**src/rtl/core/lrf_pkg.sv**
```systemverilog
// Shared constants and types for the largest-region-after-one-fill block
package lrf_pkg;
    localparam int MAX_SIDE    = 32;
    localparam int SIDE_W      = $clog2(MAX_SIDE);
    localparam int CFG_W       = 6;
    localparam int ADDR_W      = 2 * SIDE_W;
    localparam int CELLS       = MAX_SIDE * MAX_SIDE;
    localparam int LBL_W       = 10;
    localparam int SIZE_W      = 11;
    localparam int REG_CNT     = (CELLS + 1) / 2;
    localparam int REG_AW      = $clog2(REG_CNT);
    localparam int SP_W        = ADDR_W + 1;

    localparam logic [LBL_W-1:0] LBL_BG      = LBL_W'(0);
    localparam logic [LBL_W-1:0] LBL_FG      = LBL_W'(1);
    localparam logic [LBL_W-1:0] FIRST_LABEL = LBL_W'(2);

    typedef struct packed {
        logic [CFG_W-1:0] side;
    } t_job;

    typedef struct packed {
        logic busy;
        logic done;
    } t_back_stat;
endpackage

```
**src/rtl/core/lrf_queue.sv**
```systemverilog
// Two-entry job queue between the pixel front end and the labelling back end
module lrf_queue (
    input  logic          i_clk,
    input  logic          i_rst_n,
    input  logic          i_push,
    input  lrf_pkg::t_job i_job,
    output logic          o_full,
    output logic          o_valid,
    output lrf_pkg::t_job o_job,
    input  logic          i_pop
);
    import lrf_pkg::*;

    t_job       r_slot [2];
    logic       r_wptr, r_rptr;
    logic [1:0] r_cnt;

    always_ff @(posedge i_clk) begin
        if (i_push) begin
            r_slot[r_wptr] <= i_job;
        end
        if (!i_rst_n) begin
            r_wptr <= 1'b0;
            r_rptr <= 1'b0;
            r_cnt  <= 2'd0;
        end else begin
            if (i_push) r_wptr <= ~r_wptr;
            if (i_pop)  r_rptr <= ~r_rptr;
            r_cnt <= r_cnt + 2'(i_push) - 2'(i_pop);
        end
    end

    assign o_full  = (r_cnt == 2'd2);
    assign o_valid = (r_cnt != 2'd0);
    assign o_job   = r_slot[r_rptr];

`ifndef NO_ASSERTIONS
    a_no_overflow: assert property (@(posedge i_clk) disable iff (!i_rst_n)
        !(i_push && o_full && !i_pop)) else $error("queue overflow");
    a_no_underflow: assert property (@(posedge i_clk) disable iff (!i_rst_n)
        !(i_pop && !o_valid)) else $error("queue underflow");
    a_cnt_range: assert property (@(posedge i_clk) disable iff (!i_rst_n)
        r_cnt <= 2'd2) else $error("queue count out of range");
`endif
endmodule

```
**config.mk**
```make
export PLATFORM = sky130hd
export DESIGN_NAME = lrf_queue
export DESIGN_NICKNAME = d
export VERILOG_FILES = /design/src/rtl/core/lrf_pkg.sv /design/src/rtl/core/lrf_queue.sv
export SDC_FILE = /design/constraint.sdc
export NUM_CORES = 1
export LEC_CHECK = 0
export BUFFER_PORTS_ARGS = -buffer_cell sky130_fd_sc_hd__buf_2
export CELL_PAD_IN_SITES_DETAIL_PLACEMENT = 1
export CELL_PAD_IN_SITES_GLOBAL_PLACEMENT = 1
export CORE_UTILIZATION = 39
export CTS_CLUSTER_DIAMETER = 40
export DETAILED_ROUTE_END_ITERATION = 8
export GPL_TIMING_DRIVEN = 1
export PLACE_DENSITY = 0.83
export RECOVER_POWER = 50
export SYNTH_ARGS = -nofsm -noshare
export SYNTH_HDL_FRONTEND = slang
export SYNTH_SLANG_ARGS = --single-unit
```
**constraint.sdc**
```tcl
create_clock -name i_clk -period 1.4 [get_ports i_clk]
set_clock_uncertainty 0.05 [all_clocks]
set_input_delay 0.21 -clock i_clk [delete_from_list [all_inputs] [get_ports i_clk]]
set_output_delay 0.21 -clock i_clk [all_outputs]
set_load 0.02 [all_outputs]
```
# After elaboration in Yosys (flattened, before gate mapping)
# Memories as Yosys holds them, arrays and structs flattened. A register that Yosys moved wholly into a read port is not among the register bits.
# Index checks and enable logic that the tools add are counted.
# W data, S select, Z words.
# classes
muxes,4
n_reduce_logical,1
bitwise,2
n_eq_ne,1
n_addsub,2
# op_table
operator,count
$mux W1,4
$add A2 B1 Y2,1
$eq A2 B2 Y1 const B,1
$not A1 Y1,2
$reduce_bool A2 Y1,1
$sub A2 B1 Y2,1
# word_totals
elab_cells,14
output_inout_bits,8
n_memories,1
ram_bits,12
ff_bits,4
inputBits,10
# memory_table
memory,depth,word_bits,read_ports,rd_ports_with_merged_regs,write_ports,line_no,rtl
r_slot,2,6,1,1,1,lrf_queue.sv:14,t_job r_slot [2];

# Depth between registers and ports, before layout
# Gate-level depths: netlist of the first run.
# logic_depth
depth_word,3
mapped_depth,6
ltp_nobuf,6

# Worst setup path after synthesis of the first run
# No wires, ideal clock.
# synth_path
path_kind,reg-to-reg
start,reg r_cnt[0]
end,reg r_cnt[1]
synth_period_minus_slack_ns,1.193
stages_incl_launch_ff,7
t_arrival_ns,1.078
setup_time_ns,0.065
setup_slack_ns,0.207
n_path_buf,0
required_ns,1.285
path_cell_list,dfxtp_1 -> inv_1 -> ha_1 -> inv_1 -> ha_1 -> xnor3_1 -> nor2b_1
# synth_via
elab_chain_cells,2
# synth_rtl
element,line_no,rtl
"start, declared",lrf_queue.sv:16,logic [1:0] r_cnt;
"start signal, assigned",lrf_queue.sv:29,r_cnt <= r_cnt + 2'(i_push) - 2'(i_pop);
$add A2 B1 Y2,lrf_queue.sv:29,
$sub A2 B1 Y2,lrf_queue.sv:29,
# Every way passes these cells.
# A chain may end at the register's enable or synchronous reset.

==> summary.txt, run 1 <==
Flow run
  – Max-Cap Viols: 0

Global routing
  – Vias in the first global route: 409
  – Initial antenna violation count: 0
  – Largest net degree at the start of global routing: 11
  – Total Routing Usage GR: 14.06%
  – First-pass GRT wire length: 1849 um
  – Total gr overflow: 0

Setup path
  – WS Path Type: flip-flop to primary output
  – Setup crit end kind: primary output
  – Max incr delay on CP: ~0.43 ns
  – CP Launch Type: flip-flop
  – Worst EP arrival: 1.15 ns
  – Worst-path maximum fanout: 6
  – Critical-path cell list: mux2_4, buf_6
  – WP data required: 1.14 ns
  – Slowest stage cell, crit path: dfxtp_4
  – Worst R2R Path Depth: 5

Routing
  – DRT iter0 DRCs: 2
  – DRT antenna net count: 0
  – Vias: 373
  – Detailed Route WL: 1111 um
  – Residual DRC count: 0
  – Via density: 4.844
  – DRT Pass-1 Iters: 2
  – Routed len/inst: 14.43 um

Run status
  – Status: complete, but fails checks
  – Failing checks: setup timing

Floorplan
  – Die height: 43.16 um
  – Std cell rows: 14
  – Initial core utilization: 42.86%
  – Die span in x: 43.16 um
  – Die area: 1862 um2
  – # IOs: 18
  – Core Area: about 1500 um2

Power
  – Peak supply drop: 0.0005933 V
  – P_leak: 0.3606 nW
  – Pwr dens: 1276 nW/um2

Place
  – RD Place Congestion: 0.6086
  – Port Buffers: 17
  – Post-DP HPWL: 805.9 um
  – Placed instance count: 73

Clocking
  – CTS tree: yes
  – CTS H-Tree Depth: 1
  – Max Buffers Root-to-Sink: 2
  – TritonCTS Sinks: 17
  – Clock buffer count from CTS: 3
  – Clock transition at the registers of the reported paths: ~0.10 ns
  – Worst-Skew Late Latency: 0.28 ns
  – Hold Buf Count CTS: 0
  – Clock Tree Root: clkbuf_4

Min path
  – Worst hold path depth: 1
  – Min-Delay Path Class: primary input to flip-flop

STA
  – RSZ-0062 raised after global routing: yes
  – Fin Setup TNS: -0.05722 ns
  – Max_slew headroom: between 80% and 90%
  – Max Fclk: about 700 MHz
  – Final setup fails: 6
  – Final setup margin: -0.01208 ns
  – Worst-margin pin slew: 0.2874 ns
  – Max Slew Vio Count: 0
  – Tcrit/Tclk final: 100.9%
  – Hold slack: roughly 0.067 ns
  – Tmin final: between 1 and 1.5 ns
  – Final Hold Vio Count: 0

Yosys
  – Avg Inst Size Synth: 16.52 um2
  – Synth warnings: 0
  – Syn Std Cell Area: 660.6 um2
  – Synth unique cells: 12
  – Register bit total from synthesis: 17
  – Sequential area share after synthesis: between 60% and 70%
  – Syn_nets: 52
  – Cells after Synth: 40

Final layout
  – Fillers: 153
  – Area delta synth->final: 29.55%
  – Multi-input logic area: 210.2 um2
  – Fin cells: 77
  – Final nets: 74
  – FF/Latch Area: 465.4 um2
  – Share of cells above drive strength 1: 44.26%
  – Ant. Diodes: 0
[Yosys cell counts]
| master | count | area [um2] |
|---|---|---|
| edfxtp_1 | 12 | 360.4 |
| mux2_1 | 6 | 67.56 |
| dfxtp_1 | 5 | 100.1 |
| and2_1 | 4 | 25.02 |
| nor2b_1 | 4 | 25.02 |
| ha_1 | 2 | 25.02 |
| inv_1 | 2 | 7.510 |
| buf_2 | 1 | 5.000 |
| o21a_1 | 1 | 7.510 |
| or2_2 | 1 | 6.260 |
| xnor3_1 | 1 | 22.52 |
| xor2_1 | 1 | 8.760 |
[registers in the layout (all words and copies together) (netlist names), named ones only]
register / flops
r_rptr: 1
r_slot: 12
r_wptr: 1
r_cnt: 2
[worst paths after layout]
kind | start | to | slack (ns)
max | flip-flop | o_job[3] | -0.01
min | i_job[4] | r_slot[0][4] | 0.07
max reg2reg | r_cnt[0] | r_cnt[0] | 0.13
min reg2reg | r_rptr | flip-flop | 0.55
[metrics by stage]
stage          utilization, %  power [W]  area [um2]  setup WS [ns]
2_1_floorplan               -  0.0007463       660.6         0.2072
3_3_place_gp            49.84  0.0008037       768.2         0.1617
3_5_place_dp            49.84  0.0008135       768.2        0.09640
4_1_cts                 55.76   0.001107       859.6       -0.02266
5_1_grt                 55.52   0.001157       855.8       -0.06882
6_report                55.52   0.001092       855.8       -0.01208
[cell type report]
type                    count  area share [%]
flip-flops and latches     17           54.39
multi-input cells          20           24.56
repair buffers             18           14.62
clock buffers               3           2.632
well taps                  16           2.339
inverters                   2          0.8772
clock inverters             1          0.5848
[kinds of logic (layout without fill, tap and decap cells)]
logic type | after synthesis | in the layout | share of synthesized area (%)
AOI/OAI and AO/OA | 1 | 1 | 1.137
xor gates and xnor gates | 2 | 2 | 4.735
adders and majority gates | 2 | 2 | 3.787
buffers and inverters | 3 | 24 | 1.894
DFF | 17 | 17 | 69.70
muxes | 6 | 6 | 10.23
and+or+nand+nor | 9 | 9 | 8.522
[where the power goes]
group	internal [W]	total (W)	switching (W)
logic	0.000133	0.000235	0.000101
registers	0.000581	0.000609	0.0000282
clock network	0.000106	0.000249	0.000143
total	0.000819	0.00109	0.000273
[metal layers]
layer / up-vias / routed length (um) / track usage, %
li1: 182 / - / -
met1: 184 / 446 / 15.32
met2: 7 / 635 / 26.27
met3: 0 / 28 / 3.830
met4: 0 / 0 / 3.636
met5: - / 0 / 0
[placed cells by master, fill, tap and decap left out]
master / Yosys / final
edfxtp_1: 12 / 12
buf_2: 1 / 7
mux2_4: 0 / 6
buf_6: 0 / 6
and2_1: 4 / 4
nor2b_1: 4 / 4
clkbuf_1: 0 / 4
clkbuf_4: 0 / 3
dfxtp_1: 5 / 3
inv_1: 2 / 2
ha_1: 2 / 2
or2_2: 1 / 1
xor2_1: 1 / 1
o21a_1: 1 / 1
xnor3_1: 1 / 1
dfxtp_4: 0 / 1
clkinv_2: 0 / 1
buf_4: 0 / 1
dfxtp_2: 0 / 1
[critical path: cells and delay by family, from the launching register on]
| family | cells | cell delay, ns |
|---|---|---|
| buffers and inverters | 1 | 0.13 |
| DFF | 1 | 0.43 |
| muxes | 1 | 0.32 |
[repair_timing]
| action | 4_1_cts | 5_1_grt |
|---|---|---|
| buffers inserted | 0 | 0 |
| endpoints found under the setup margin | 6 | 7 |
| resized for setup | 20 | 1 |
| pin swaps | 0 | 0 |
Power figures use the tool's default switching activity.
==> inputs of run 2 (changes only) <==
--- a/config.mk
+++ b/config.mk
@@ -12,7 +12,7 @@
 export CTS_CLUSTER_DIAMETER = 40
 export DETAILED_ROUTE_END_ITERATION = 8
 export GPL_TIMING_DRIVEN = 1
-export PLACE_DENSITY = 0.83
+export PLACE_DENSITY_LB_ADDON = 0.08
 export RECOVER_POWER = 50
 export SYNTH_ARGS = -nofsm -noshare
 export SYNTH_HDL_FRONTEND = slang
==> summary.txt, run 2 (same netlist as run 1, synthesis figures left out) <==
Run status
  – Status: complete, but fails checks
  – Failing checks: setup timing

STA
  – Max Fclk: between 700 and 800 MHz
  – Hold slack: around 0.058 ns
  – Final Hold Vio Count: 0
  – Final setup margin: -0.02041 ns
  – Final setup fails: 6
  – Max_slew headroom: about four fifths
  – Tmin final: 1.420 ns
  – Max Slew Vio Count: 0
  – Worst-margin pin slew: 0.3033 ns
  – RSZ-0062 raised after global routing: yes
  – Tcrit/Tclk final: 101.5%

Floorplan
  – Die span in x: 43.16 um
  – # IOs: 18
  – Initial core utilization: 42.86%
  – Core Area: 1541 um2
  – Std cell rows: 14
  – Die area: about 1900 um2
  – Die height: 43.16 um

Final layout
  – Biggest register: r_slot
  – Final nets: 74
  – Max reg flops: 12
  – Area delta synth->final: 29.73%
  – Share of cells above drive strength 1: 45.90%
  – Most frequent cells in the layout: 12 x edfxtp_1, 8 x buf_2, 6 x mux2_4, 6 x buf_6, 4 x nor2b_1
  – Ant. Diodes: 0
  – Fin cells: 77
  – Largest regs: r_slot x12, r_cnt x2
  – Most common cell after layout, fill and taps aside: edfxtp_1

Setup path
  – Critical-path cell list: mux2_4, buf_6
  – Worst-path maximum fanout: 6
  – WS Path Type: flip-flop to primary output
  – CP Launch Type: flip-flop
  – Setup slack, reg-to-reg: about 0.13 ns
  – WP data required: between 1 and 1.5 ns
  – Worst reg2reg path startpoint: r_cnt[0]
  – CP delay by family, top: flip-flops
  – RR Endpoint: r_cnt[1]
  – Slowest stage cell, crit path: dfxtp_4
  – Setup crit end kind: primary output
  – Worst R2R Path Depth: 6
  – Max incr delay on CP: 0.42 ns
  – Worst EP arrival: 1.16 ns
  – Crit path buf inv count: 1

Power
  – Switching pwr: 0.0002828 W
  – Logic pwr share: 21.9%
  – P_int: 0.0008206 W
  – Design Power: 0.001103 W
  – P_leak: 0.3619 nW
  – Peak supply drop: 0.0006186 V
  – Clk network pwr share: 23.1%
  – Reg power frac: 55.0%
  – Switching fraction of total power: 25.63%
  – Pwr dens: between 1000 and 1500 nW/um2

Place
  – RD Place Congestion: 0.6448
  – Placed instance count: 73
  – Port Buffers: 17
  – Post-DP HPWL: 892 um

Global routing
  – Total Routing Usage GR: roughly 15%
  – Initial antenna violation count: 0
  – Vias in the first global route: approximately 430
  – First-pass GRT wire length: 1911 um
  – Total gr overflow: 0
  – Largest net degree at the start of global routing: 11

Clocking
  – Clock transition at the registers of the reported paths: 0.09 ns
  – CTS H-Tree Depth: 1
  – Worst-Skew Late Latency: 0.29 ns
  – Max Buffers Root-to-Sink: 2
  – CTS tree: yes
  – TritonCTS Sinks: 17
  – Clock buffer count from CTS: 3
  – Clock Tree Root: clkbuf_4

Routing
  – Vias: 374
  – Via density: 4.857
  – Routed len/inst: 14.64 um
  – Residual DRC count: 0
  – DRT iter0 DRCs: 10
  – Detailed Route WL: about 1100 um
  – DRT Pass-1 Iters: 4
  – DRT antenna net count: 0

Min path
  – Min-Delay Path Class: primary input to flip-flop
  – Worst Min Path Start: i_job[2]
  – Worst hold path depth: 1
  – Worst Hold Path EP: r_slot[1][2]

Flow run
  – Max-Cap Viols: 0
run 2: changes by cell type in the layout (fill, tap and decap cells not counted):
cell      previous run  this run
and2_0               0         2
and2_1               4         2
buf_2                7         8
clkbuf_1             4         3
run 2: cell type report:
| class | count | area, um2 |
|---|---|---|
| Tap cell | 16 | 20.02 |
| Clock inverter | 1 | 5.005 |
| Fill cell | 154 | 684.4 |
| Multi-Input combinational cell | 20 | 210.2 |
| Timing Repair Buffer | 18 | 126.4 |
| Clock buffer | 3 | 22.52 |
| Sequential cell | 17 | 465.4 |
| Inverter | 2 | 7.507 |
run 2: per-stage QoR:
stage                     area [um2]  setup WS [ns]  TNS, ns  util (%)
after CTS                      859.6       -0.04093  -0.2205     55.76
after global routing           857.1       -0.06676  -0.3876     55.60
after detailed placement       768.2        0.08503        0     49.84
final                          857.1       -0.02041  -0.1076     55.60
after global placement         768.2         0.1832        0     49.84
after floorplan                660.6         0.2072        0         -
run 2: how the worst max path moves through the flow:
stage | start | endpoint | slack (ns) | cells after the start
after floorplan | r_cnt[0] | r_cnt[1] | 0.21 | 6
after global placement | r_cnt[0] | r_cnt[1] | 0.18 | 6
after detailed placement | r_cnt[0] | r_cnt[1] | 0.09 | 6
after CTS | flip-flop | o_job[4] | -0.04 | 2
after global routing | flip-flop | o_job[5] | -0.07 | 2
final | flip-flop | o_job[5] | -0.02 | 2
run 2: metal layers:
| metal | track usage, % | vias up | wire (um) |
|---|---|---|---|
| met5 | 0 | - | 0 |
| met1 | 15.28 | 179 | 401 |
| met4 | 7.273 | 0 | 14 |
| li1 | - | 181 | - |
| met3 | 5.532 | 2 | 49 |
| met2 | 27.16 | 12 | 661 |
run 2: timing repair:
item,CTS,global route
hold buffers,0,0
endpoints found under the setup margin,6,7
setup buffers,0,0
resized for setup,20,1
gates cloned,0,0
run 2: power groups by stage:
stage               logic, W  clock network, W  registers (W)
floorplan           0.000144                 0       0.000602
global route        0.000261          0.000296       0.000613
CTS                 0.000245          0.000269       0.000607
finish              0.000242          0.000255       0.000607
global placement    0.000192                 0       0.000610
detailed placement  0.000207                 0       0.000615
