**src/rtl/core/lrf_ram.sv**
```systemverilog
// Generic single-write, single-read RAM with registered read data
module lrf_ram #(
    parameter int WIDTH = 8,
    parameter int DEPTH = 16
) (
    input  logic                     i_clk,
    input  logic                     i_we,
    input  logic [$clog2(DEPTH)-1:0] i_waddr,
    input  logic [WIDTH-1:0]         i_wdata,
    input  logic [$clog2(DEPTH)-1:0] i_raddr,
    output logic [WIDTH-1:0]         o_rdata
);
    logic [WIDTH-1:0] r_mem [DEPTH];
    logic [WIDTH-1:0] r_rdata;

    always_ff @(posedge i_clk) begin
        if (i_we) begin
            r_mem[i_waddr] <= i_wdata;
        end
        r_rdata <= r_mem[i_raddr];
    end

    assign o_rdata = r_rdata;
endmodule

```
**config.mk**
```make
export PLATFORM = sky130hd
export DESIGN_NAME = lrf_ram
export DESIGN_NICKNAME = d
export VERILOG_FILES = /design/src/rtl/core/lrf_ram.sv
export SDC_FILE = /design/constraint.sdc
export NUM_CORES = 1
export LEC_CHECK = 0
export BUFFER_PORTS_ARGS = -buffer_cell sky130_fd_sc_hd__buf_2
export CAP_MARGIN = 30
export CORE_MARGIN = 5
export CORE_UTILIZATION = 60
export DETAILED_ROUTE_END_ITERATION = 7
export MAX_ROUTING_LAYER = met4
export PLACE_DENSITY = 0.89
export SYNTH_ARGS = -nofsm -noshare
export SYNTH_HDL_FRONTEND = slang
export SYNTH_SLANG_ARGS = --single-unit
```
**constraint.sdc**
```tcl
create_clock -name i_clk -period 2.48 [get_ports i_clk]
set_clock_uncertainty 0.15 [all_clocks]
set_input_delay 0.496 -clock i_clk [delete_from_list [all_inputs] [get_ports i_clk]]
set_output_delay 0.496 -clock i_clk [all_outputs]
set_load 0.02 [all_outputs]
```
; ---- Word-level counts from Yosys, hierarchy flattened
; Memory sizes are Yosys's and may differ from the RTL's. A register that Yosys moved wholly into a read port is not among the register bits.
; Cells that the tools add are included.
[op_classes]
mux = 2
[ops]
columns = op, count
row1 = 2-to-1 mux 1 bit, 2
[totals]
inputBits = 18
memories = 1
ramBits = 128
wordCells = 3
output_inout_bits = 8
regBits = 0
[memory_table]
columns = name, words, width, rd, rd_ports_with_merged_regs, write_ports, line
row1 = r_mem, 16, 8, 1, 1, 1, 13  ; logic [WIDTH-1:0] r_mem [DEPTH];

; ---- Logic depth before layout (Yosys ltp)
; Gate-level depths: netlist (run 1).
[logic_depth]
depth_word = 2
mapped_depth = 5
mapped_depth_nobuf = 3

; ---- Worst setup path before layout (run 1)
; Ideal clock, no wire load.
[synth_path]
kind = input to register
startpoint = input port i_waddr[2]
endpoint = memory r_mem[0][0], enable pin
path_slack_ns = 0.341
t_arrival_ns = 1.606
stages = 2
path_cell_list = or3b_2 nor3_1
[synth_rtl]
columns = element, line
row1 = start: declaration, 8  ; input logic [$clog2(DEPTH)-1:0] i_waddr,
row2 = end: declaration, 13
; No word-level cell before the write port.

; ---- Worst setup path after layout (run 1)
[layout_path]
startpoint = register r_rdata[0] (netlist: o_rdata[0]), read port of r_mem
endpoint = output port o_rdata[0]
[layout_rtl]
columns = element, line
row1 = start: declaration, 14  ; logic [WIDTH-1:0] r_rdata;
row2 = end: declaration, 11  ; output logic [WIDTH-1:0] o_rdata
; No word-level cell between the ends.

==> flow_summary.yaml, run 1 <==
status:
  status: "complete, no violations"
cts:
  post-cts-setup-buffers: 0
  clkTransAtPathRegs_ps: 60
  cts_resized: 0
  hold_buffers: 0
  cts_tree: "built"
  clock_latency_ps: 520
  cts_max_path_buffers: 2
  numCtsBuffers: 17
  cts_max_level: 4
  root_buffer: "clkbuf_8"
  cts_sinks: 136
logic_synthesis:
  postSynthNetCount: 247
  synth_cells: 229
  yosys-mux-area-fraction_pct: 15.0
  yosysWarningCount: 0
  synthSimpleGateAreaFrac_pct: 3.18
  ys_types: 19
  netlist_area_sq_um: 5150
  synth_top_family_by_area: "multiplexers"
  synth-compound-area-share_pct: 2.33
  yosys.area_share.xor_xnor_pct: 0
  synth_seq_area_share_pct: 77.8
  synth-adder-area-share_pct: 0
  avgSynthCellArea_sq_um: 22.5
  yosys_register_bits: 136
worst_setup_path:
  crit_arrival_ps: 1090
  worstSetupPathType: "register to output pin"
  startpoint: "o_rdata[0]$_DFF_P_"
  end_kind: "output pin"
  cp_top_family: "flip-flops"
  cpPeakStageDelay_ps: 380
  crit_chain: "buf_2"
  critPathLaunchType: "register"
  r2r-start: "r_mem[0][5]$_DFFE_PP_"
  worst-endpoint-required_ps: 1830
  cp_num_buf_inv: 1
  slowest_stage: "dfxtp_1"
  worst-path-max-fanout: 1
final_layout:
  area_delta_synth_final_pct: 19.3
  final_core_util_pct: 74.0
  nFillCells: 421
  diodes: 0
  drive_gt1_share_pct: 31.2
  instances_no_fill: 403
  fin_nets: 303
power_and_ir_drop:
  ir_worst_vdd_v: 0.000440
  p_leak_nw: 2.13
  power.density_nw_per_um2: 905
job:
  max_cap_violations: 0
grt:
  antenna_found_initial: 0
  grt_pass1_vias: 2746
  overflow: 0
  grt_pass1_wl_mm: 16.7
  grt_max_degree: 33
  grt_usage_pct: 24.1
sta:
  rsz0062_at_grt: "no"
  setup_viol: 0
  final-max-slew-violation-count: 0
  fin_tns_setup_ps: 0
  hold_violations: 0
  fmax_ghz: 0.576
  layout_setup_ws_ps: 743
  period_minus_slack_ps: 1740
  tightest_slew_ps: 733
  finalCritPeriodShare_pct: 70.1
  slew_headroom_pct: 51.1
floorplanning:
  rows: 33
  dieArea_sq_um: 10500
  ios: 26
  fp.dieW_microns: 103
  start_util_pct: 62.0
  core-area_sq_um: 8300
  die_h_microns: 103
place:
  gp_congestion: 0.770
  placed_cells: 371
  dp_hpwl_mm: 6.18
  port_buffers: 25
  pre_cts_ws_ps: 349
route:
  num_vias: 2645
  drc: 0
  dr.pass1.iters: 5
  dr.first_iter.drc_count: 246
  post_drt_wl_per_cell_microns: 26.6
  drt_wl_total_mm: 10.7
  viasPerCell: 6.56
  ant_nets: 0
min_path:
  worst_hold_startpoint: "i_wdata[2]"
  hold_path.class: "primary input to register"
per-stage QoR:
step                      hold slack (ps)  instance area, sq um  total power, mW
final                                 210                  6140             5.55
after global placement                496                  5510             2.87
after detailed placement              503                  5510             2.88
after floorplan                       445                  5150             2.78
after CTS                             195                  6140             5.59
after global routing                  197                  6140             5.74
state kept, by name, indices dropped and copies added (netlist names):
signal and flops:
o_rdata 8, r_mem 128
worst reg2reg max path, cell delays in order (launching register included):
cell      delay [ps]
edfxtp_1         410
mux4_1           530
a22oi_1          300
nand2_1           80
kinds of logic after synthesis:
family                 Yosys count
AOI/OAI and AO/OA               16
buffers and inverters           10
DFF                            136
muxes                           32
and+or+nand+nor                 35
report_power, final:
| part | leakage (nW) | total (mW) | internal [mW] | switching, mW |
|---|---|---|---|---|
| sequential | 1.22 | 2.59 | 2.57 | 0.0182 |
| clock | 0.311 | 2.71 | 1.83 | 0.881 |
| combinational | 0.597 | 0.256 | 0.104 | 0.152 |
layout make-up:
type	count	area, sq um	share of cell area (%)
clock buffers	22	433	7.05
clock inverters	10	200	3.26
multi-input cells	83	1060	17.2
flip-flops and latches	136	4000	65.2
well taps	105	131	2.14
repair buffers	47	315	5.13
Yosys cell counts:
| cell type | number | area share [%] |
|---|---|---|
| buf_4 | 1 | 0.15 |
| nand3_1 | 1 | 0.097 |
| nor2_1 | 13 | 0.95 |
| nand3b_1 | 2 | 0.29 |
| a22oi_1 | 16 | 2.3 |
| buf_6 | 3 | 0.66 |
| and2_1 | 1 | 0.12 |
| and2b_1 | 1 | 0.15 |
| dfxtp_1 | 8 | 3.1 |
| nor3_1 | 4 | 0.39 |
| nand2_1 | 9 | 0.66 |
| nor2b_1 | 1 | 0.12 |
| clkdlybuf4s25_2 | 3 | 0.58 |
| buf_2 | 3 | 0.29 |
| mux4_1 | 14 | 7.1 |
| nand2b_1 | 2 | 0.24 |
| or3b_2 | 1 | 0.17 |
| edfxtp_1 | 128 | 75 |
| mux4_2 | 18 | 7.9 |
cell usage in the layout (no fill, tap or decap), drive strengths merged:
master  count
edfxtp    128
buf        47
mux4       32
clkbuf     22
a22oi      16
nor2       13
nand2       9
dfxtp       8
bufinv      6
nor3        4
clkinv      4
nand3b      2
nand2b      2
nor2b       1
and2        1
and2b       1
nand3       1
or3b        1
layer usage:
| metal | share of wire [%] | vias to the layer above | wire length, microns | global-route usage (%) |
|---|---|---|---|---|
| met5 | 0 | - | 0 | - |
| met4 | 3.8 | 0 | 402 | 11.5 |
| met3 | 9.7 | 29 | 1040 | 7.04 |
| met2 | 48 | 185 | 5140 | 34.4 |
| met1 | 39 | 1342 | 4130 | 32.4 |
| li1 | - | 1089 | - | - |
path summary, 6_finish.rpt:
| check | endpoint | slack (ps) | depth (start not counted) |
|---|---|---|---|
| worst max-delay path | o_rdata[0] | 740 | 1 |
| worst min-delay path | r_mem[6][2]$_DFFE_PP_ | 210 | 1 |
| worst max register to register | o_rdata[5]$_DFF_P_ | 880 | 3 |
| worst min register to register | o_rdata[6]$_DFF_P_ | 530 | 3 |
No activity file was read; power rests on OpenSTA's default activity.
==> run 2, diff against run 1 <==
- clock period: 2.48 -> 1.8 ns (I/O delays scaled with it)
==> run 2 against run 1 <==
Sequential cell count is the same. Sequential power grew 37%. Clock-buffer cell count shrank 2. Clock power grew 36%. Critical path depth is the same. Non-clock buffer count grew 4. Design area grew 1.1%. Critical path type unchanged.
==> flow_summary.yaml, run 2 (same netlist as run 1, synthesis figures left out) <==
final_layout:
  instances_no_fill: 407
  multi_input_area_sq_um: 1060
  area_delta_synth_final_pct: 20.7
  fin_nets: 307
  final_cell_mix: "edfxtp_1, buf_2, buf_4, mux4_2"
  top_register: "r_mem"
  ff_latch_area_sq_um: 4000
  nFillCells: 438
  final_common_cell: "edfxtp_1"
  largest_reg_flops: 128
  diodes: 0
  drive_gt1_share_pct: 33.8
  final_design_area_no_fill_sq_um: 6210
route:
  ant_nets: 0
  viasPerCell: 6.27
  drt_wl_total_mm: 10.2
  dr.pass1.iters: 4
  num_vias: 2551
  dr.first_iter.drc_count: 274
  drc: 0
  post_drt_wl_per_cell_microns: 25.2
grt:
  antenna_found_initial: 0
  grt_max_degree: 33
  grt_usage_pct: 22.4
  grt_pass1_wl_mm: 15.8
  overflow: 0
  grt_pass1_vias: 2588
worst_setup_path:
  worst-path-max-fanout: 1
  cpPeakStageDelay_ps: 360
  worst-endpoint-required_ps: 1290
  end_kind: "output pin"
  crit_arrival_ps: 1050
  worstSetupPathType: "register to output pin"
  slowest_stage: "dfxtp_1"
  crit_chain: "buf_2"
  cp_top_family: "flip-flops"
  cp_num_buf_inv: 1
  critPathLaunchType: "register"
sta:
  rsz0062_at_grt: "no"
  setup_viol: 0
  fmax_ghz: 0.641
  fin_tns_setup_ps: 0
  hold_violations: 0
  final-max-slew-violation-count: 0
  tightest_slew_ps: 404
  slew_headroom_pct: 73.1
  period_minus_slack_ps: 1560
  finalCritPeriodShare_pct: 86.7
job:
  max_cap_violations: 0
floorplanning:
  die_h_microns: 103
  core-area_sq_um: 8300
  start_util_pct: 62.0
  dieArea_sq_um: 10500
  rows: 33
  fp.dieW_microns: 103
  ios: 26
cts:
  cts_max_level: 4
  clkTransAtPathRegs_ps: 60
  clock_latency_ps: 510
  root_buffer: "clkbuf_8"
  numCtsBuffers: 17
  hold_buffers: 0
  cts_sinks: 136
  cts_resized: 0
  post-cts-setup-buffers: 0
  cts_max_path_buffers: 2
  cts_tree: "built"
status:
  status: "complete, no violations"
place:
  port_buffers: 25
  placed_cells: 375
  dp_hpwl_mm: 5.97
  dpl_cell_area_sq_um: 5570
  gp_congestion: 0.748
power_and_ir_drop:
  power.density_nw_per_um2: 1230
  ir_worst_vdd_v: 0.000941
  p_leak_nw: 2.16
min_path:
  hold_path.class: "primary input to register"
run 2: power breakdown:
group | internal, mW | total, mW | switching (mW)
registers | 3.54 | 3.56 | 0.0234
logic | 0.157 | 0.372 | 0.215
clock network | 2.46 | 3.69 | 1.23
total | 6.16 | 7.63 | 1.47
run 2: final timing paths:
check                          from                      to  slack [ps]  depth (start not counted)
max              o_rdata[4]$_DFF_P_              o_rdata[4]         240                          1
min                      i_wdata[3]  r_mem[14][3]$_DFFE_PP_          90                          1
max reg2reg   r_mem[8][4]$_DFFE_PP_      o_rdata[4]$_DFF_P_         250                          3
min reg2reg  r_mem[12][6]$_DFFE_PP_      o_rdata[6]$_DFF_P_         520                          3
run 2: routing by layer:
layer	share of wire, %	vias up	GRT usage (%)
met2	51	160	34.1
met5	0	-	-
met1	39	1284	30.1
met4	1.3	0	7.87
met3	8.9	17	5.55
li1	-	1090	-
run 2: final cells by class:
cell class	instances	share of cell area, %
Sequential cell	136	64.5
Timing Repair Buffer	51	5.96
Clock buffer	20	7.17
Tap cell	105	2.12
Clock inverter	12	3.18
Multi-Input combinational cell	83	17.1
run 2: worst reg2reg max path: stages (launching register included):
cell      delay (ps)
edfxtp_1         380
mux4_1           510
a22oi_1          290
nand2_1           90
run 2: metrics by stage:
step	power, mW	utilization [%]	hold WS [ps]	worst slack [ps]
3_3_place_gp	3.97	67.1	504	-133
6_report	7.63	74.8	91.2	239
3_5_place_dp	3.99	67.1	522	-150
4_1_cts	7.69	74.8	64.9	211
2_1_floorplan	3.83	-	309	23.9
5_1_grt	7.86	74.8	76.8	175
==> run 3, diff against run 2 <==
- PLACE_DENSITY: 0.89 -> 0.75
==> run 3 against run 2 <==
Combinational power hardly changed. Sequential cell count stayed put. Wire length is 8.4% lower. Clock-buffer cell count stayed put. Design area is 0.71% lower. Global-route usage is 1.8 points lower. Total power is 6.4% lower. Critical path depth stayed put. Sequential share of layout area is 0.46 points higher. Clock power is 13% lower. Critical endpoint is now o_rdata[7].
==> flow_summary.yaml, run 3 (same netlist as run 1, synthesis figures left out) <==
route:
  viasPerCell: 6.01
  num_vias: 2463
  dr.first_iter.drc_count: 211
  drc: 0
  dr.pass1.iters: 5
  drt_wl_total_mm: 9.38
  ant_nets: 0
  post_drt_wl_per_cell_microns: 22.9
final_layout:
  final_cell_mix: "edfxtp_1, buf_2, buf_4, mux4_2"
  top_register: "r_mem"
  final_common_cell: "edfxtp_1"
  diodes: 0
  area_delta_synth_final_pct: 19.8
  final_core_util_pct: 74.3
  drive_gt1_share_pct: 34.1
  fin_nets: 310
  largest_reg_flops: 128
floorplanning:
  die_h_microns: 103
  core-area_sq_um: 8300
  fp.dieW_microns: 103
  rows: 33
  start_util_pct: 62.0
  ios: 26
  dieArea_sq_um: 10500
place:
  dp_hpwl_mm: 6.00
  pre_cts_ws_ps: -163
  port_buffers: 25
  gp_congestion: 0.798
power_and_ir_drop:
  ir_worst_vdd_v: 0.000871
  p_leak_nw: 2.14
  power.density_nw_per_um2: 1160
worst_setup_path:
  crit_arrival_ps: 1080
  crit_chain: "buf_2"
  end_kind: "output pin"
  slowest_stage: "dfxtp_1"
  cp_num_buf_inv: 1
  critPathLaunchType: "register"
  worst-endpoint-required_ps: 1290
  path_depth: 1
  reg2reg_depth: 3
  cpPeakStageDelay_ps: 390
  worst-path-max-fanout: 1
  cp_top_family: "flip-flops"
  worstSetupPathType: "register to output pin"
sta:
  final-max-slew-violation-count: 0
  slew_headroom_pct: 49.3
  period_minus_slack_ps: 1590
  whs_ps: 80.1
  finalCritPeriodShare_pct: 88.6
  hold_violations: 0
  fmax_ghz: 0.627
  layout_setup_ws_ps: 205
  rsz0062_at_grt: "no"
  setup_viol: 0
  tightest_slew_ps: 759
cts:
  cts_max_level: 4
  cts_max_path_buffers: 2
  numCtsBuffers: 17
  post-cts-setup-buffers: 0
  cts_sinks: 136
  clkTransAtPathRegs_ps: 60
  cts_resized: 0
  root_buffer: "clkbuf_8"
  clock_latency_ps: 510
  hold_buffers: 0
  cts_tree: "built"
grt:
  grt_pass1_vias: 2539
  grt_max_degree: 19
  antenna_found_initial: 0
  grt_pass1_wl_mm: 14.5
  grt_usage_pct: 20.6
  overflow: 0
min_path:
  hold_path.class: "primary input to register"
  hold_path_depth: 1
job:
  max_cap_violations: 0
status:
  status: "complete, no violations"
[run 3: cell count changes in the layout (fill, tap and decap cells not counted)]
cell        previous run  this run
buf_12                 4         5
bufinv_16              5         2
clkbuf_1               1         2
clkinv_4               2         3
buf_4                 22        24
clkinvlp_4             2         3
clkinv_2               3         4
clkbuf_8               3         2
[run 3: metrics by stage]
step	total power [mW]	cells	cell area (sq um)	TNS, ps
floorplan	3.83	229	5150	0
global placement	3.98	378	5600	-507
detailed placement	4.00	378	5600	-626
CTS	7.18	410	6170	0
global route	7.39	410	6170	0
finish	7.14	410	6170	0
[run 3: final timing paths]
check                               end  slack (ps)              startpoint
hold reg to reg      o_rdata[5]$_DFF_P_         520  r_mem[15][5]$_DFFE_PP_
setup reg to reg     o_rdata[3]$_DFF_P_         250   r_mem[2][3]$_DFFE_PP_
setup / recovery             o_rdata[7]         210      o_rdata[7]$_DFF_P_
hold / removal    r_mem[4][4]$_DFFE_PP_          80              i_wdata[4]
[run 3: layout make-up]
| type | count | area (sq um) |
|---|---|---|
| fillers | 452 | 2130 |
| repair buffers | 54 | 405 |
| multi-input cells | 83 | 1060 |
| flip-flops and latches | 136 | 4000 |
| clock inverters | 12 | 129 |
| clock buffers | 20 | 435 |
| well taps | 105 | 131 |
[run 3: layer usage]
| layer | track usage, % | wire length [microns] |
|---|---|---|
| met5 | - | 0 |
| met4 | 7.37 | 102 |
| met3 | 4.80 | 473 |
| met2 | 30.9 | 4720 |
| met1 | 28.3 | 4090 |
[run 3: power breakdown]
group / total [mW] / internal [mW] / switching, mW
clock network: 3.20 / 2.00 / 1.21
logic: 0.372 / 0.162 / 0.209
registers: 3.56 / 3.54 / 0.0214
