$ cat src/rtl/core/lrf_pkg.sv
// Shared constants and types for the largest-region-after-one-fill block
package lrf_pkg;
    localparam int MAX_SIDE    = 32;
    localparam int SIDE_W      = $clog2(MAX_SIDE);
    localparam int CFG_W       = 6;
    localparam int ADDR_W      = 2 * SIDE_W;
    localparam int CELLS       = MAX_SIDE * MAX_SIDE;
    localparam int LBL_W       = 10;
    localparam int SIZE_W      = 11;
    localparam int REG_CNT     = (CELLS + 1) / 2;
    localparam int REG_AW      = $clog2(REG_CNT);
    localparam int SP_W        = ADDR_W + 1;

    localparam logic [LBL_W-1:0] LBL_BG      = LBL_W'(0);
    localparam logic [LBL_W-1:0] LBL_FG      = LBL_W'(1);
    localparam logic [LBL_W-1:0] FIRST_LABEL = LBL_W'(2);

    typedef struct packed {
        logic [CFG_W-1:0] side;
    } t_job;

    typedef struct packed {
        logic busy;
        logic done;
    } t_back_stat;
endpackage

$ cat src/rtl/core/lrf_front.sv
// Pixel front end: side register, pixel store loading and job hand-off
module lrf_front (
    input  logic                        i_clk,
    input  logic                        i_rst_n,
    input  logic [lrf_pkg::CFG_W-1:0]   i_side_length,
    input  logic                        i_side_length_valid,
    input  logic                        i_pixel,
    input  logic                        i_pixel_valid,
    output logic                        o_pixel_stall,
    input  lrf_pkg::t_back_stat         i_stat,
    input  logic                        i_q_full,
    output logic                        o_push,
    output lrf_pkg::t_job               o_job,
    output logic                        o_we,
    output logic [lrf_pkg::ADDR_W-1:0]  o_waddr,
    output logic [lrf_pkg::LBL_W-1:0]   o_wdata
);
    import lrf_pkg::*;

    logic [CFG_W-1:0]  r_side;
    logic [SIDE_W-1:0] r_row, r_col;
    logic              r_wait;
    logic [CFG_W-1:0]  side_n, side_m1;
    logic              accept, row_end, img_end;

    always_comb begin
        side_n = r_side;
        if (r_side == '0) side_n = CFG_W'(1);
        if (r_side > CFG_W'(MAX_SIDE)) side_n = CFG_W'(MAX_SIDE);
        side_m1 = side_n - CFG_W'(1);
    end

    assign o_pixel_stall = r_wait || i_q_full;
    assign accept  = i_pixel_valid && !o_pixel_stall;
    assign row_end = (CFG_W'(r_col) == side_m1);
    assign img_end = row_end && (CFG_W'(r_row) == side_m1);

    assign o_we     = accept;
    assign o_waddr  = {r_row, r_col};
    assign o_wdata  = LBL_W'(i_pixel);
    assign o_push   = accept && img_end;
    assign o_job.side = side_n;

    always_ff @(posedge i_clk) begin
        if (!i_rst_n) begin
            r_side <= CFG_W'(MAX_SIDE);
            r_row  <= '0;
            r_col  <= '0;
            r_wait <= 1'b0;
        end else begin
            if (i_side_length_valid) begin
                r_side <= i_side_length;
                r_row  <= '0;
                r_col  <= '0;
            end else if (accept) begin
                if (img_end) begin
                    r_row  <= '0;
                    r_col  <= '0;
                    r_wait <= 1'b1;
                end else if (row_end) begin
                    r_col <= '0;
                    r_row <= r_row + SIDE_W'(1);
                end else begin
                    r_col <= r_col + SIDE_W'(1);
                end
            end
            if (i_stat.done) r_wait <= 1'b0;
        end
    end

`ifndef NO_ASSERTIONS
    a_no_load_while_busy: assert property (@(posedge i_clk) disable iff (!i_rst_n)
        i_stat.busy |-> !accept) else $error("pixel loaded while back end busy");
    a_push_sets_wait: assert property (@(posedge i_clk) disable iff (!i_rst_n)
        o_push |=> r_wait) else $error("wait flag not set after image hand-off");
    a_pos_in_range: assert property (@(posedge i_clk) disable iff (!i_rst_n)
        CFG_W'(r_col) < CFG_W'(MAX_SIDE) && CFG_W'(r_row) < CFG_W'(MAX_SIDE))
        else $error("pixel position out of range");
`endif
endmodule

$ cat config.mk
export PLATFORM = sky130hd
export DESIGN_NAME = lrf_front
export DESIGN_NICKNAME = d
export VERILOG_FILES = /design/src/rtl/core/lrf_pkg.sv /design/src/rtl/core/lrf_front.sv
export SDC_FILE = /design/constraint.sdc
export NUM_CORES = 1
export LEC_CHECK = 0
export BUFFER_PORTS_ARGS = -buffer_cell sky130_fd_sc_hd__buf_2
export CAP_MARGIN = 20
export CORE_MARGIN = 5
export CORE_UTILIZATION = 39
export DETAILED_ROUTE_END_ITERATION = 8
export PLACE_DENSITY = 0.69
export SYNTH_ARGS = -nofsm -noshare
export SYNTH_HDL_FRONTEND = slang
export SYNTH_SLANG_ARGS = --single-unit
$ cat constraint.sdc
create_clock -name i_clk -period 4.3 [get_ports i_clk]
set_input_delay 0.86 -clock i_clk [delete_from_list [all_inputs] [get_ports i_clk]]
set_output_delay 0.86 -clock i_clk [all_outputs]
set_load 0.02 [all_outputs]
# Word-level counts from Yosys, hierarchy flattened
# Cells that the tools add are included.
# W data, S select, Z words.
dict set report classes {
  n_shift 0
  n_lt_le_gt_ge 1
  bitwise_logic 2
  mux 6
  multipliers 0
  n_eq_ne 2
  n_div 0
  addsub 3
  reduce_logical 11
}
# operator count
set ops {}
lappend ops {{$mux W5} 4}
lappend ops {{$eq A5 B6 Y1} 2}
lappend ops {{$mux W6} 2}
lappend ops {{$add A5 B1 Y5 const B} 2}
lappend ops {{$gt A6 B6 Y1 const B} 1}
lappend ops {{$logic_not A6 Y1} 1}
lappend ops {{$sub A6 B1 Y6 const B} 1}
lappend ops {{$reduce_or A2 Y1} 2}
lappend ops {{$logic_and A1 B1 Y1} 3}
lappend ops {{$reduce_and A3 Y1} 1}
lappend ops {{$not A1 Y1} 2}
lappend ops {{$reduce_and A2 Y1} 1}
lappend ops {{$reduce_bool A2 Y1} 1}
lappend ops {{$logic_not A1 Y1} 1}
lappend ops {{$logic_or A1 B1 Y1} 1}
dict set report word_totals {
  mem_bits_rw 0
  word_cells 29
  input_bits 14
  memories 0
  mem_bits_ro 0
  ff_bits 17
  latch_bits 0
}

# Longest topological paths before layout
# Gate-level depths: netlist of the first run.
dict set report logic_depth {
  word_depth 8
  ltp_mapped 10
}

# Worst setup path before layout of the first run
# No wires, ideal clock.
dict set report synth_path {
  path_type {reg-to-output}
  startpoint {reg r_side[5]}
  endpoint {out o_push}
  path_stages_with_launch 11
  arrival_time_ns 2.543
  path_slack_ns 0.897
  path_buffers 2
  required_ns 3.440
  cell_sequence {dfxtp_1 clkbuf_1 o21bai_2 ha_1 nand4bb_1 a21oi_1 nor3_1 or4b_1 buf_2 or2_1 nor2_1}
}
dict set report synth_via {
  elab_chain_len 7
  word_cells_on_any_way 9
  cone_classes {add/sub: 1; order compare: 1; eq/ne: 2; mux: 2; reduce/logical: 3}
}
# item line
set synth_lines {}
lappend synth_lines {{from (decl)} lrf_front.sv:20} ;# logic [CFG_W-1:0] r_side;
lappend synth_lines {{from (signal assigned)} lrf_front.sv:46} ;# r_side <= CFG_W'(MAX_SIDE);
lappend synth_lines {{from (signal assigned)} lrf_front.sv:52} ;# r_side <= i_side_length;
lappend synth_lines {{branches (longest 2 deep; another with $gt A6 B6 Y1)} -}
lappend synth_lines {{$mux W6 *} lrf_front.sv:29} ;# if (r_side > CFG_W'(MAX_SIDE)) side_n = CFG_W'(MAX_SIDE);
lappend synth_lines {{$sub A6 B1 Y6 *} lrf_front.sv:30} ;# side_m1 = side_n - CFG_W'(1);
lappend synth_lines {{$eq A5 B6 Y1, on equally long branches} {lrf_front.sv:35, lrf_front.sv:36}}
lappend synth_lines {{$logic_and A1 B1 Y1 *} lrf_front.sv:36} ;# assign img_end = row_end && (CFG_W'(r_row) == side_m1);
lappend synth_lines {{$logic_and A1 B1 Y1 *} lrf_front.sv:41} ;# assign o_push = accept && img_end;
lappend synth_lines {{to (decl)} lrf_front.sv:12} ;# output logic o_push,
# Every way passes the cells marked *.

# Worst setup path in the final report of the first run
dict set report layout_path {
  startpoint {reg r_side[3]}
  endpoint {out o_push}
}
# Same word-level chain as after synthesis.

==> results of run 1 <==
## how the worst min path moves through the flow
stage	to	slack (ns)	depth (start not counted)
after CTS	r_wait$_SDFFE_PP0P_	0.51	2
after floorplan	r_wait$_SDFFE_PP0P_	0.47	2
after global placement	r_wait$_SDFFE_PP0P_	0.48	2
after global routing	r_wait$_SDFFE_PP0P_	0.56	2
after detailed placement	r_wait$_SDFFE_PP0P_	0.49	2
final	r_wait$_SDFFE_PP0P_	0.51	2
## final cells by class
cell class	instances	area [um2]	share of cell area (%)
multi-input combinational	112	777	57.2
inverter	6	22.5	1.66
timing repair buffer	30	150	11.1
tap	33	41.3	3.04
sequential	17	340	25.1
clock buffer	4	26.3	1.94
## cells in the final DEF, fill, tap and decap left out, types with 2 or more instances in the layout
master,synthesis,routed
o21ai_0,4,4
o211ai_1,3,3
xor2_1,5,5
a211oi_1,2,2
inv_1,5,5
nor2b_1,11,11
ha_1,3,3
buf_2,1,30
o2111ai_1,6,6
a21oi_1,5,5
xnor2_1,2,2
nand4_1,2,2
nand2_1,9,9
nor3_1,4,4
nor3b_1,2,2
nand3_1,11,11
dfxtp_1,17,17
conb_1,1,9
nor2_1,9,9
clkbuf_4,0,3
mux2i_1,7,7
xnor3_1,2,2
nand2b_1,2,2
## cell families (layout without fill, tap and decap cells)
| family | after synthesis | after routing | synth area share, % |
|---|---|---|---|
| AND/OR/NAND/NOR | 57 | 57 | 26.6 |
| AO/OA/AOI/OAI | 27 | 27 | 17.2 |
| buffers and inverters | 22 | 40 | 10.0 |
| flip-flops | 17 | 17 | 28.2 |
| XOR/XNOR | 9 | 9 | 8.80 |
| multiplexers | 7 | 7 | 5.80 |
| adder cells (fa/ha/maj) | 3 | 3 | 3.11 |
| other | 1 | 9 | 0.310 |
## state kept, by name (all words and copies together), names as in the netlist
register / count
r_side: 6
r_wait: 1
r_col: 5
r_row: 5
## stage by stage
| step | hold slack (ns) | total power (W) | worst slack, ns | instance area [um2] |
|---|---|---|---|---|
| after detailed placement | 0.492 | 0.000231 | 0.704 | 1330 |
| after global placement | 0.479 | 0.000229 | 0.752 | 1330 |
| after global routing | 0.560 | 0.000332 | 0.0851 | 1360 |
| after floorplan | 0.467 | 0.000224 | 0.897 | 1240 |
| final | 0.508 | 0.000316 | 0.355 | 1360 |
| after CTS | 0.515 | 0.000320 | 0.360 | 1360 |
## worst max-delay path, stage by stage (launching register included)
cell and delay [ns]:
dfxtp_1 0.50, nor4_4 0.09, o21bai_2 0.19, ha_1 0.30, nand4bb_1 0.12, a21oi_1 0.30
nor3_1 0.07, or4b_1 0.61, or2_1 0.31, nor2_1 0.11, buf_2 0.18
## power groups by stage
stage                     registers (W)  logic (W)  clock network [W]
final                          0.000169  0.0000588          0.0000885
after global routing           0.000170  0.0000649          0.0000972
after CTS                      0.000169  0.0000592          0.0000915
after detailed placement       0.000173  0.0000588                  0
after global placement         0.000172  0.0000571                  0
after floorplan                0.000170  0.0000543                  0
## per-layer routing
layer	track usage (%)	wire (um)
met1	17.2	1200
met2	24.0	1350
met3	3.42	217
met4	5.70	44
met5	0	0
==> results.cfg, run 1 <==
[timing]
fin_setup_tns_ns = 0
finalCritPeriodShare_pct = 91.8
finalHoldViolations = 0
slew_violations = 0
post-route-min-period_ns = 3.95
timing.fmax_mhz = 253
tightest_slew_ns = 0.677
setup_violations = 0
slew_headroom_pct = 54.8
rsz0062_at_grt = false
finClkSkew_ns = 0.00150

[cts]
cts_buffers = 3
cts.sinks = 17
path_clk_slew_ns = 0.10
postCtsHoldBufs = 0
clk_path_buf_depth = 2
post_cts_buffers = 0
root_buffer = clkbuf_4
cts_tree = yes
clk_latency_ns = 0.29
cts-htree-levels = 1
cts_resized = 0

[detailed_routing]
via_per_inst = 5.41
vias = 1092
final_antenna_net_count = 0
drt_iter0_drc = 28
dr.pass1.iters = 4
drt_wl_total_um = 2810
drc = 0
wire_per_inst_um = 13.9

[die]
dieArea_mm2 = 0.00431
die_y_um = 65.7
core-area_mm2 = 0.00300
dieWidth_um = 65.7
ioPinCount = 43
start_util_pct = 40.2
num_rows = 20

[place]
place_congestion = 0.832
placed_cells_incl_taps = 198
dp_hpwl_um = 2230
port-buffer-count = 30

[global_route]
antenna_found_initial = 0
grt_pass1_wl_um = 4890
grt_pass1_vias = 1096
overflow = 0
grt_max_degree = 13
track_usage_pct = 14.2

[yosys]
synth_edf_count = 0
synthArstFlopShare_pct = 0
synth_common_cells = dfxtp_1 (17), nand3_1 (11), nor2b_1 (11)
synth_flop_cell = dfxtp_1
synth.distinct_cells = 39
synth.most_common_cell = dfxtp_1
synth_area_leaders = dfxtp_1 (28%), buf_4 (6.2%), mux2i_1 (5.8%), nor2b_1 (5.7%), nand3_1 (4.6%)
synth_top_area_share_pct = 28.2
syn_area_per_cell_um2 = 8.45
netlist_area_mm2 = 0.00121
ys_warn_count = 0
netlist_instances = 143
ys_seq_elements = 17
yosysSeqAreaShare_pct = 28.2
synth_top_area_cell = dfxtp_1

[setup_path]
rrSetupSlack_ns = 1.40
rr_endpoint = r_wait$_SDFFE_PP0P_
cp-start-kind = flop
path_class = reg -> out
required_ns = 3.44
cp_max_fo = 8
critPathLaunch = r_side[3]$_SDFFE_PN0P_
crit_end = o_push
cp.arrival_ns = 3.09
endpoint_kind = output pin
r2r_cells = 9
r2r_start = r_side[3]$_SDFFE_PN0P_

[final_layout]
antennaDiodeCount = 0
nNetsFinal = 187
area_growth_pct = 12.3
stdcell_count = 202
drive_above_1_share_pct = 21.9
num-fill-cells = 319
final_core_util_pct = 45.2

[pwr]
p_switching_w = 0.0000949
p_leak_nw = 0.636
vdd_drop_max_mv = 0.130
internal-power_w = 0.000221
p_comb_share_pct = 18.6
power_frac_clock_pct = 28.0
seq_power_share_pct = 53.4
power.density_mw_per_mm2 = 233
p_sw_share_pct = 30.0

[run_status]
status = finished, final reports clean

[flow_run]
drv_cap = 0

[min_path]
hold_class = reg -> reg
hp-start = r_wait$_SDFFE_PP0P_
No activity file was read; power rests on OpenSTA's default activity.
==> inputs of run 2 (changes only) <==
--- a/config.mk
+++ b/config.mk
@@ -8,9 +8,9 @@
 export BUFFER_PORTS_ARGS = -buffer_cell sky130_fd_sc_hd__buf_2
 export CAP_MARGIN = 20
 export CORE_MARGIN = 5
-export CORE_UTILIZATION = 39
+export CORE_UTILIZATION = 53
 export DETAILED_ROUTE_END_ITERATION = 8
-export PLACE_DENSITY = 0.69
+export PLACE_DENSITY = 0.88
 export SYNTH_ARGS = -nofsm -noshare
 export SYNTH_HDL_FRONTEND = slang
 export SYNTH_SLANG_ARGS = --single-unit
==> results.cfg, run 2 (synthesis gave the netlist of run 1 again) <==
[setup_path]
cp_max_fo = 12
path_class = reg -> out
r2r_start = r_side[5]$_SDFFE_PN1P_
cp-start-kind = flop
cp.arrival_ns = 3.04
r2r_cells = 8
rr_endpoint = r_wait$_SDFFE_PP0P_
required_ns = 3.44
critPathLaunch = r_side[5]$_SDFFE_PN1P_
endpoint_kind = output pin
crit_end = o_push
rrSetupSlack_ns = 1.40

[die]
num_rows = 17
ioPinCount = 43
dieArea_mm2 = 0.00334
die_y_um = 57.8
dieWidth_um = 57.8
start_util_pct = 55.2
core-area_mm2 = 0.00219

[timing]
setup_violations = 0
post-route-min-period_ns = 3.90
timing.fmax_mhz = 256
tightest_slew_ns = 0.725
finClkSkew_ns = 0.0112
finalCritPeriodShare_pct = 90.8
finalHoldViolations = 0
fin_setup_tns_ns = 0
rsz0062_at_grt = false
slew_headroom_pct = 51.6
hold_slack_ns = 0.513
slew_violations = 0

[final_layout]
stdcell_count = 197
final_cell_mix = buf_2 (30), dfxtp_1 (17), nor2b_1 (11), nand3_1 (11)
drive_above_1_share_pct = 21.9
area_growth_pct = 11.8
final_core_util_pct = 61.7
final_common_cell = buf_2
reg_top3 = r_side: 6 flops, r_col: 5 flops, r_row: 5 flops
num-fill-cells = 208
nNetsFinal = 187
top_register = r_side
largest_reg_flops = 6
antennaDiodeCount = 0

[pwr]
vdd_drop_max_mv = 0.189
p_leak_nw = 0.636
power_w = 0.000312
power.density_mw_per_mm2 = 231

[detailed_routing]
vias = 1092
final_antenna_net_count = 0
drt_wl_total_um = 2710
dr.pass1.iters = 4
drc = 0
via_per_inst = 5.54
wire_per_inst_um = 13.7
drt_iter0_drc = 47

[cts]
cts_resized = 0
post_cts_buffers = 0
root_buffer = clkbuf_4
clk_latency_ns = 0.29
cts-htree-levels = 1
cts_buffers = 3
clk_path_buf_depth = 2
postCtsHoldBufs = 0
path_clk_slew_ns = 0.10
cts.sinks = 17
cts_tree = yes

[global_route]
antenna_found_initial = 0
track_usage_pct = 16.3
grt_pass1_wl_um = 4430
overflow = 0
grt_max_degree = 13
grt_pass1_vias = 1049

[flow_run]
drv_cap = 0

[run_status]
status = finished, final reports clean

[min_path]
hold_class = reg -> reg
holdPathStages = 2

[place]
placed_cells_incl_taps = 193
dp_hpwl_um = 2170
port-buffer-count = 30
place_congestion = 0.823
-- run 2: cell counts in the layout (fill, tap and decap cells not counted) --
Identical to the previous run, type by type.
-- run 2: cell type report --
| class | instances | area [um2] | area share, % |
|---|---|---|---|
| clock buffers | 4 | 26.3 | 1.94 |
| flip-flops and latches | 17 | 340 | 25.2 |
| repair buffers | 30 | 150 | 11.1 |
| multi-input cells | 112 | 777 | 57.5 |
| well taps | 28 | 35.0 | 2.59 |
| inverters | 6 | 22.5 | 1.67 |
-- run 2: critical path, cell delays in order, from the launching register on --
cell and delay, ns:
dfxtp_1 0.56, o21bai_2 0.23, ha_1 0.30, nand4bb_1 0.13, a21oi_1 0.28, nor3_1 0.07
or4b_1 0.62, or2_1 0.31, nor2_1 0.09, buf_2 0.17
-- run 2: report_power, final --
group | total, W | internal [W] | switching, W | leakage (nW)
Clock | 0.0000841 | 0.0000360 | 0.0000481 | 0.0150
Combinational | 0.0000592 | 0.0000241 | 0.0000351 | 0.483
Sequential | 0.000169 | 0.000161 | 0.00000776 | 0.138
Total | 0.000312 | 0.000221 | 0.0000909 | 0.636
-- run 2: layer usage --
metal | vias up | share of wire, % | GRT usage (%)
li1 | 547 | - | -
met3 | 2 | 5.9 | 2.90
met4 | 0 | 0.41 | 5.63
met1 | 500 | 42 | 19.6
met2 | 43 | 51 | 29.0
met5 | - | 0 | 0
-- run 2: worst min-delay path by stage --
stage / startpoint / endpoint / slack [ns]
after floorplan: r_wait$_SDFFE_PP0P_ / r_wait$_SDFFE_PP0P_ / 0.47
after global placement: r_wait$_SDFFE_PP0P_ / r_wait$_SDFFE_PP0P_ / 0.48
after detailed placement: r_wait$_SDFFE_PP0P_ / r_wait$_SDFFE_PP0P_ / 0.50
after CTS: r_col[2]$_SDFFE_PP0P_ / r_col[2]$_SDFFE_PP0P_ / 0.52
after global routing: r_wait$_SDFFE_PP0P_ / r_wait$_SDFFE_PP0P_ / 0.54
final: r_wait$_SDFFE_PP0P_ / r_wait$_SDFFE_PP0P_ / 0.51
-- run 2: through the flow --
stage,cell area (um2),setup WS [ns]
after floorplan,1240,0.897
after global placement,1330,0.806
after detailed placement,1330,0.764
after CTS,1350,0.418
after global routing,1350,0.176
final,1350,0.397
==> inputs of run 3 (changes only) <==
--- a/config.mk
+++ b/config.mk
@@ -5,12 +5,14 @@
 export SDC_FILE = /design/constraint.sdc
 export NUM_CORES = 1
 export LEC_CHECK = 0
+export ABC_AREA = 1
+export ABC_CLOCK_PERIOD_IN_PS = 4300
 export BUFFER_PORTS_ARGS = -buffer_cell sky130_fd_sc_hd__buf_2
 export CAP_MARGIN = 20
 export CORE_MARGIN = 5
-export CORE_UTILIZATION = 53
+export CORE_UTILIZATION = 54
 export DETAILED_ROUTE_END_ITERATION = 8
-export PLACE_DENSITY = 0.88
+export PLACE_DENSITY = 0.89
 export SYNTH_ARGS = -nofsm -noshare
 export SYNTH_HDL_FRONTEND = slang
 export SYNTH_SLANG_ARGS = --single-unit
==> results.cfg, run 3 <==
[cts]
cts_resized = 0
root_buffer = clkbuf_4
cts_tree = yes
postCtsHoldBufs = 0
clk_path_buf_depth = 2
cts.sinks = 17
post_cts_buffers = 0
path_clk_slew_ns = 0.10
cts-htree-levels = 1
cts_buffers = 3
clk_latency_ns = 0.29

[detailed_routing]
drc = 0
dr_wl_met2_um = 1400
met3_length_um = 195
final_antenna_net_count = 0
dr.pass1.iters = 4
routed.top_layer = met4
via_per_inst = 5.01
drt_iter0_drc = 29
wire_per_inst_um = 11.4
drt_wl_total_um = 2850
met1_length_um = 1230
vias = 1247

[place]
port-buffer-count = 30
dp_hpwl_um = 2290
place_congestion = 0.839

[timing]
finalCritPeriodShare_pct = 77.9
finalHoldViolations = 0
hold_slack_ns = 0.496
post-route-min-period_ns = 3.35
timing.fmax_mhz = 298
fin_setup_tns_ns = 0
slew_headroom_pct = 66.6
setup_violations = 0
slew_violations = 0
tightest_slew_ns = 0.501
rsz0062_at_grt = false
finClkSkew_ns = 0.00190

[setup_path]
critPathTopFamily = simple AND/OR/NAND/NOR gates
cp_slowest_cell = dfxtp_1
endpoint_kind = output pin
rrSetupSlack_ns = 2.04
r2r_cells = 13
path_class = reg -> out
cp_cell_sequence = nor2_2, nand3_1, nand2_2, nand2_4, ha_1, nand3_1, nand2_2, xor2_1, nand3_1, nor2_1, nand3_2, inv_1, buf_2
cp_num_buf_inv = 2
required_ns = 3.44
cp_max_fo = 7
max_stage_delay_ns = 0.49
crit_top_cell = nand3_1
rr_endpoint = r_row[4]$_SDFFE_PP0P_
cp-start-kind = flop
critPathLaunch = r_side[2]$_SDFFE_PN0P_
r2r_start = r_side[2]$_SDFFE_PN0P_
cp.arrival_ns = 2.49

[pwr]
power_frac_clock_pct = 25.7
p_sw_share_pct = 34.2
p_comb_share_pct = 25.6
power.density_mw_per_mm2 = 238
p_switching_w = 0.000117
seq_power_share_pct = 48.7
vdd_drop_max_mv = 0.180
p_leak_nw = 0.809
internal-power_w = 0.000225

[yosys]
yosysSeqAreaShare_pct = 26.5
synth_flop_cell = dfxtp_1
synth_top_family_by_area = simple AND/OR/NAND/NOR gates
ys_warn_count = 0
synth_xor_area_share_pct = 4.10
netlist_instances = 191
synth_compound_area_share_pct = 6.24
synthSimpleGateAreaFrac_pct = 43.9
synth.mux.area_fraction_pct = 0
synth.most_common_cell = inv_1
netlist_area_mm2 = 0.00128
synth_common_cells = inv_1 (29), nand2_1 (27), nor2_1 (22)
synthArstFlopShare_pct = 0
synth_area_leaders = dfxtp_1 (27%), inv_1 (8.5%), nand2_1 (7.9%), nand3_1 (7.8%), nand2_2 (6.8%)
syn_area_per_cell_um2 = 6.71
synth_fa_ha_area_share_pct = 2.93
synth_top_area_share_pct = 26.5
synth_edf_count = 0
synth.distinct_cells = 27
synth_top_area_cell = dfxtp_1
ys_seq_elements = 17

[final_layout]
area_growth_pct = 12.2
nNetsFinal = 239
antennaDiodeCount = 0
largest_reg_flops = 6
final_cell_mix = buf_2 (30), inv_1 (29), nand2_1 (27)
top_register = r_side
final_common_cell = buf_2
drive_above_1_share_pct = 27.6
reg_top3 = r_side: 6 flops, r_col: 5 flops, r_row: 5 flops

[die]
num_rows = 17
dieWidth_um = 58.7
die_y_um = 58.7
core-area_mm2 = 0.00223
ioPinCount = 43
start_util_pct = 57.4
dieArea_mm2 = 0.00345

[global_route]
grt_pass1_wl_um = 4850
antenna_found_initial = 0
overflow = 0
grt_pass1_vias = 1162
track_usage_pct = 17.8
grt_max_degree = 16

[min_path]
hold_end = r_wait$_SDFFE_PP0P_
holdPathStages = 2
hold_class = reg -> reg
hp-start = r_wait$_SDFFE_PP0P_

[flow_run]
drv_cap = 0

[run_status]
status = finished, final reports clean
run 3: changes by cell type in the layout (fill, tap and decap cells not counted), sizes merged, moves of 3 or more:
cell / previous run / this run
nand2: 9 / 43
o2111ai: 6 / 0
a21oi: 5 / 8
nor3: 4 / 1
nand4: 2 / 6
nor2b: 11 / 0
nand3: 11 / 26
mux2i: 7 / 0
nor2: 9 / 25
o21ai: 4 / 8
inv: 5 / 31
o211ai: 3 / 0
run 3: metrics by stage:
stage | utilization [%] | cell area (um2) | setup WS (ns) | total power, W | instances
floorplan | - | 1310 | 1.54 | 0.000245 | 199
global placement | 63.2 | 1410 | 1.40 | 0.000254 | 245
detailed placement | 63.2 | 1410 | 1.31 | 0.000257 | 245
CTS | 64.4 | 1440 | 0.973 | 0.000341 | 249
global route | 64.4 | 1440 | 0.741 | 0.000357 | 249
finish | 64.4 | 1440 | 0.949 | 0.000342 | 249
run 3: worst max path at each step:
stage	cells past startpoint	to	slack [ns]
6_report	13	o_push	0.95
2_1_floorplan	10	o_push	1.54
5_1_grt	13	o_push	0.74
3_3_place_gp	13	o_push	1.40
3_5_place_dp	12	o_push	1.31
4_1_cts	13	o_push	0.97
run 3: worst reg2reg max path, stage by stage (launching register included):
cell	delay [ns]
dfxtp_1	0.49
nor2_2	0.09
nand3_1	0.09
nand2_2	0.09
nand2_4	0.11
ha_1	0.25
nand3_1	0.15
nand2_2	0.12
xor2_1	0.16
nand3_1	0.09
nor2_1	0.20
nand3_2	0.12
nand2_2	0.13
nor2_1	0.06
run 3: power by group through the flow:
stage / logic (W) / clock network, W / registers (W)
CTS: 0.0000875 / 0.0000876 / 0.000166
global route: 0.0000975 / 0.0000929 / 0.000167
floorplan: 0.0000753 / 0 / 0.000169
detailed placement: 0.0000867 / 0 / 0.000170
finish: 0.0000877 / 0.0000878 / 0.000166
global placement: 0.0000839 / 0 / 0.000170
run 3: per-layer routing:
layer,up-vias,track usage [%]
met5,-,0
met4,0,6.80
met3,4,1.97
met2,36,30.1
met1,563,23.0
li1,644,-
run 3: layout make-up:
type | count | area (um2)
multi-input cells | 138 | 767
clock buffers | 4 | 26.3
well taps | 28 | 35.0
flip-flops and latches | 17 | 340
inverters | 32 | 120
fillers | 239 | 795
repair buffers | 30 | 150
run 3: cell families after synthesis:
family / Yosys count
and+or+nand+nor: 104
buffers and inverters: 44
DFF: 17
AOI/OAI and AO/OA: 16
xor gates and xnor gates: 6
adders and majority gates: 3
other: 1
